**src/sv/kcnt_pkg.sv**
```systemverilog
`timescale 1ns / 1ps

package kcnt_pkg;

  localparam int TABLE_ENTRIES = 64;
  localparam int SLOT_W        = $clog2(TABLE_ENTRIES);
  localparam int FILL_W        = $clog2(TABLE_ENTRIES + 1);

  localparam int OP_W     = 2;
  localparam int KEY_W    = 16;
  localparam int CNT_W    = 16;
  localparam int INDEX_W  = 6;
  localparam int STATUS_W = 3;
  localparam int TOTAL_W  = 7;

  localparam logic [CNT_W-1:0] COUNT_MAX = '1;

  typedef enum logic [OP_W-1:0] {
    OP_ADD    = 2'd0,
    OP_REMOVE = 2'd1,
    OP_QUERY  = 2'd2,
    OP_READ   = 2'd3
  } op_t;

  localparam logic [STATUS_W-1:0] ST_OK      = 3'd0;
  localparam logic [STATUS_W-1:0] ST_ZERO    = 3'd1;
  localparam logic [STATUS_W-1:0] ST_MISSING = 3'd2;
  localparam logic [STATUS_W-1:0] ST_FULL    = 3'd3;
  localparam logic [STATUS_W-1:0] ST_RANGE   = 3'd4;

  typedef struct packed {
    op_t                operation;
    logic [KEY_W-1:0]   item_key;
    logic [CNT_W-1:0]   amount;
    logic [INDEX_W-1:0] entry_index;
  } req_t;

  typedef struct packed {
    logic [STATUS_W-1:0] status;
    logic                found;
    logic [CNT_W-1:0]    count_value;
    logic [KEY_W-1:0]    key_at_index;
    logic [TOTAL_W-1:0]  entry_total;
  } res_t;

  // Broadcast to every cell when a transaction is taken.
  typedef struct packed {
    logic               capture;
    logic [KEY_W-1:0]   item_key;
    logic [INDEX_W-1:0] entry_index;
  } cap_t;

  // Broadcast to every cell in the update cycle.
  typedef struct packed {
    logic             update;
    logic [CNT_W-1:0] new_count;
    logic             remove;
    logic [KEY_W-1:0] move_key;
    logic [CNT_W-1:0] move_count;
    logic             append;
    logic [KEY_W-1:0] app_key;
    logic [CNT_W-1:0] app_count;
  } apply_t;

  typedef struct packed {
    logic             valid;
    logic             hit;
    logic             pick;
    logic             last;
    logic [KEY_W-1:0] key;
    logic [CNT_W-1:0] count;
  } view_t;

endpackage

```
**src/sv/kcnt_cell.sv**
```systemverilog
`timescale 1ns / 1ps

module kcnt_cell (
  input  logic                        clk,
  input  logic                        rst,
  input  logic [kcnt_pkg::SLOT_W-1:0] position,
  input  logic                        prev_valid,
  input  logic                        next_valid,
  input  kcnt_pkg::cap_t              cap,
  input  kcnt_pkg::apply_t            apply,
  output kcnt_pkg::view_t             view
);
  import kcnt_pkg::*;

  logic             valid;
  logic             hit;
  logic             pick;
  logic [KEY_W-1:0] key;
  logic [CNT_W-1:0] count;
  logic             last;
  logic             open_slot;

  // The occupied cells form a packed run from position zero; the neighbors mark its ends.
  assign last      = valid && !next_valid;
  assign open_slot = !valid && prev_valid;

  always_ff @(posedge clk) begin
    if (rst) begin
      valid <= 1'b0;
      hit   <= 1'b0;
      pick  <= 1'b0;
    end else begin
      if (cap.capture) begin
        hit  <= valid && (key == cap.item_key);
        pick <= valid && (32'(position) == 32'(cap.entry_index));
      end
      if (apply.remove && last) begin
        valid <= 1'b0;
      end else if (apply.append && open_slot) begin
        valid <= 1'b1;
      end
    end
  end

  always_ff @(posedge clk) begin
    if (apply.update && hit) begin
      count <= apply.new_count;
    end
    // Pull the last entry into the freed slot.
    if (apply.remove && hit && !last) begin
      key   <= apply.move_key;
      count <= apply.move_count;
    end
    if (apply.append && open_slot) begin
      key   <= apply.app_key;
      count <= apply.app_count;
    end
  end

  assign view = '{valid: valid, hit: hit, pick: pick, last: last, key: key, count: count};

endmodule

```
**config.mk**
```make
export PLATFORM = sky130hd
export DESIGN_NAME = kcnt_cell
export DESIGN_NICKNAME = d
export VERILOG_FILES = /design/src/sv/kcnt_pkg.sv /design/src/sv/kcnt_cell.sv
export SDC_FILE = /design/constraint.sdc
export NUM_CORES = 1
export LEC_CHECK = 0
export BUFFER_PORTS_ARGS = -buffer_cell sky130_fd_sc_hd__buf_2
export CORE_MARGIN = 10
export CORE_UTILIZATION = 35
export CTS_CLUSTER_SIZE = 30
export DETAILED_ROUTE_END_ITERATION = 10
export HOLD_SLACK_MARGIN = 0.05
export PLACE_DENSITY = 0.72
export SYNTH_ARGS = -nofsm -noshare
export SYNTH_HDL_FRONTEND = slang
export SYNTH_SLANG_ARGS = --single-unit
```
**constraint.sdc**
```tcl
create_clock -name clk -period 2.4 [get_ports clk]
set_input_delay 0.24 -clock clk [delete_from_list [all_inputs] [get_ports clk]]
set_output_delay 0.24 -clock clk [all_outputs]
set_load 0.01 [all_outputs]
```
# After elaboration in Yosys (flattened, before gate mapping)
# Cells that the tools add are included.
# totals
out_inout_bits	36
ramBits	0
reg_bits	35
rom_bits	0
in_bits	116
n_memories	0
latchBits	0
# op_classes
n_reduce_logical	15
eq_ne	2
div_mod_pow	0
addsub	0
shift	0
magnitude_cmp	0
n_bitwise	0
mul	0
mux	5
# ops
op	n
$mux W16	5
$eq A16 B16 Y1	1
$logic_and A1 B1 Y1	9
$eq A6 B6 Y1	1
$logic_not A1 Y1	3
$reduce_bool A3 Y1	1
$reduce_bool A2 Y1	1
$reduce_or A2 Y1	1

# Logic depth before layout (Yosys ltp)
# depth
word_depth	6
depth_mapped	5
ltp_nobuf	4

# Worst setup path before layout
# No wires, ideal clock.
# synth_timing
path_type	reg-to-reg
from	register valid
to	register count[0], enable pin
period_less_slack_ps	1734
t_required_ps	1984
path_stages_with_launch	5
setup_slack_ps	666
arrival_time_ps	1318
setup_time_ps	416
path_cell_list	dfxtp_1 > nand3b_4 > buf_2 > buf_2 > nand3_1
# synth_between
elab_chain_cells	4
# synth_lines
element	line_no	source
start, declared	kcnt_cell.sv:15	logic valid;
start signal, assigned	kcnt_cell.sv:29	valid <= 1'b0;
start signal, assigned	kcnt_cell.sv:38	valid <= 1'b0;
start signal, assigned	kcnt_cell.sv:40	valid <= 1'b1;
$logic_not A1 Y1 or $logic_and A1 B1 Y1 (tied branches)	kcnt_cell.sv:25, kcnt_cell.sv:24	
$logic_and A1 B1 Y1 or $logic_not A1 Y1 (tied branches)	kcnt_cell.sv:25, kcnt_cell.sv:50	
$logic_and A1 B1 Y1 (on tied branches)	kcnt_cell.sv:54, kcnt_cell.sv:50	
$reduce_bool A3 Y1 (no source line) *	--	
end signal, assigned	kcnt_cell.sv:47	count <= apply.new_count;
end signal, assigned	kcnt_cell.sv:52	count <= apply.move_count;
end signal, assigned	kcnt_cell.sv:56	count <= apply.app_count;
end, declared	kcnt_cell.sv:19	logic [CNT_W-1:0] count;
# Every way passes the cells marked *; elsewhere a longest branch is shown, timed or not.
# A chain may end at the register's enable or synchronous reset.

# Worst setup path after layout
# layout_timing
from	register valid
to	register count[6], enable pin
# The elaborated chain is that of the path after synthesis.

==> results_dict.tcl <==
set metrics [dict create \
    post-dp-hpwl_um 5130 \
    maxSlewViolCount 0 \
    viasPerCell 4.52 \
    die_w_um 94.4 \
    report.final.setup_viol 0 \
    hold-path-endpoint "pick" \
    vias 1709 \
    clk_latency_ns 0.27 \
    r2r-end "count[6]" \
    tightest_slew_ns 0.577 \
    syn_to_final_growth_pct 44.8 \
    synthArstFlopShare_pct 0 \
    wl_per_cell_um 15.9 \
    rrSetupSlack_ns 0.71 \
    rsz0062_at_grt "no" \
    syn_avg_cell_area_um2 12.5 \
    cp_max_fo 51 \
    ctsResizeCount 0 \
    synth_ff_type "edfxtp_1" \
    htree_num_levels 2 \
    setup_ws_ns 0.712 \
    synth_edf_count 32 \
    reg2reg_depth 3 \
    syn_inst 155 \
    utilization_pct 51.6 \
    leakage_uw 0.00125 \
    path_cells "nand3b_4, nand3_1, buf_4" \
    rows 27 \
    final_cell_mix "buf_2, edfxtp_1, a21oi_1, xnor2_1" \
    die_y_um 94.4 \
    antenna_cells 0 \
    finalSetupTns_ns 0 \
    postCtsSetupBuffers 0 \
    initial_utilization_pct 35.7 \
    cp.required_ns 2.37 \
    timing_worst_setup_path_type "reg -> reg" \
    min_path_cells 2 \
    ys_ff_latch 35 \
    netlist_area_mm2 0.00194 \
    clockBufferDepth 2 \
    grt_pass1_vias 1910 \
    core_mm2 0.00544 \
    cap_violations 0 \
    cts_buffers 5 \
    clkTransAtPathRegs_ns 0.07 \
    cts_tree "done" \
    pin_count 152 \
    place_ws_ns 0.675 \
    max_clock_freq_mhz 592 \
    nets 421 \
    power.density_mw_per_mm2 490 \
    dr.pass1.iters 4 \
    slowest_stage "nand3b_4" \
    die_area_mm2 0.00892 \
    hold_ws_ns 0.185 \
    yosysSeqAreaShare_pct 52.6 \
    finClkSkew_ns 0.00476 \
    ant_nets 0 \
    hold_path_startpoint "rst" \
    fillers 520 \
    grt_pass1_wl_um 9250 \
    grt_antenna_before_repair 0 \
    power_uw 1380 \
    cts_sinks 35 \
    slew_headroom_pct 61.5 \
    place_congestion 0.750 \
    io_buffers 151 \
    critPathMaxStageDelay_ns 0.54 \
    syn-num-nets 271 \
    startpoint_type "flop" \
    yosysUniqueCellTypes 26 \
    drive_above_1_share_pct 53.3 \
    min_period_ns 1.69 \
    post-route-period-util_pct 70.3 \
    status "complete, no violations" \
    worst_ep_arrival_time_ns 1.66 \
    holdBufCountCts 0 \
    hp-class "in -> reg" \
    rr_startpoint "valid" \
    peakVddDrop_uv 354 \
    clock_tree.root_cell "clkbuf_8" \
    endpoint_kind "flop" \
    route.detailed.drc 0 \
    drt_iter0_markers 50 \
    grt_usage_pct 13.2 \
    finalWirelength_um 6010 \
    final_common_cell "buf_2" \
    grt.overflow.total 0 \
    hold_viol_final 0 \
    grt_max_degree 52 \
    synth_warnings 0 \
]
## layer usage
layer	share of wire, %	vias to the layer above	GRT usage (%)
li1	-	856	-
met1	36	764	13.0
met2	52	83	24.0
met3	11	6	6.11
met4	1.6	0	4.56
met5	0	-	0
## worst max path at each step
stage | startpoint | end | slack [ns] | depth (start not counted)
finish | valid | count[6] | 0.71 | 3
global route | valid | count[6] | 0.53 | 3
CTS | valid | count[6] | 0.68 | 3
detailed placement | valid | count[15] | 0.67 | 3
global placement | valid | count[4] | 0.75 | 3
floorplan | valid | count[0] | 0.67 | 4
## state kept, by name, summed over array words and instances (netlist names)
name   cells
hit        1
pick       1
key       16
count     16
valid      1
## cell families after synthesis
kind of cell              share of synthesized area, %
AOI/OAI and AO/OA                                 5.29
xor gates and xnor gates                          9.94
buffers and inverters                             4.13
DFF                                               52.6
muxes                                             17.5
and+or+nand+nor                                   10.5
## power breakdown
part | switching [uW] | total [uW] | leakage [uW] | internal (uW)
Combinational | 117 | 258 | 0.000886 | 141
Sequential | 12.6 | 718 | 0.000322 | 705
Clock | 198 | 401 | 0.0000422 | 204
## synthesized netlist by cell type, types with 3 or more instances
cell type	number	area, um^2
nand4_1	4	25.0
mux2i_1	16	160
nor2_1	16	60.1
nand2_1	3	11.3
a21oi_1	18	90.1
mux2_1	16	180
xor2_1	4	35.0
xnor2_1	18	158
dfxtp_1	3	60.1
buf_2	3	15.0
buf_4	4	30.0
edfxtp_1	32	961
## critical path, delay by kind of cell, from the launching register on
| kind | cells | cell delay, ns |
|---|---|---|
| buffers and inverters | 1 | 0.26 |
| flip-flops | 1 | 0.35 |
| AND/OR/NAND/NOR | 2 | 0.75 |
## metrics by stage
stage | cells | area [um^2]
after detailed placement | 370 | 2730
after global placement | 370 | 2730
final | 378 | 2810
after floorplan | 155 | 1940
after CTS | 378 | 2810
after global routing | 378 | 2810
## area by class of cell
type | count | area, um^2 | area share [%]
inverter | 2 | 7.51 | 0.267
tap | 72 | 90.1 | 3.21
clock inverter | 1 | 5.00 | 0.178
sequential | 35 | 1020 | 36.3
clock buffer | 7 | 76.3 | 2.72
multi-input combinational | 108 | 838 | 29.8
timing repair buffer | 153 | 771 | 27.4
Note: power is estimated with default switching activity, not from simulation.
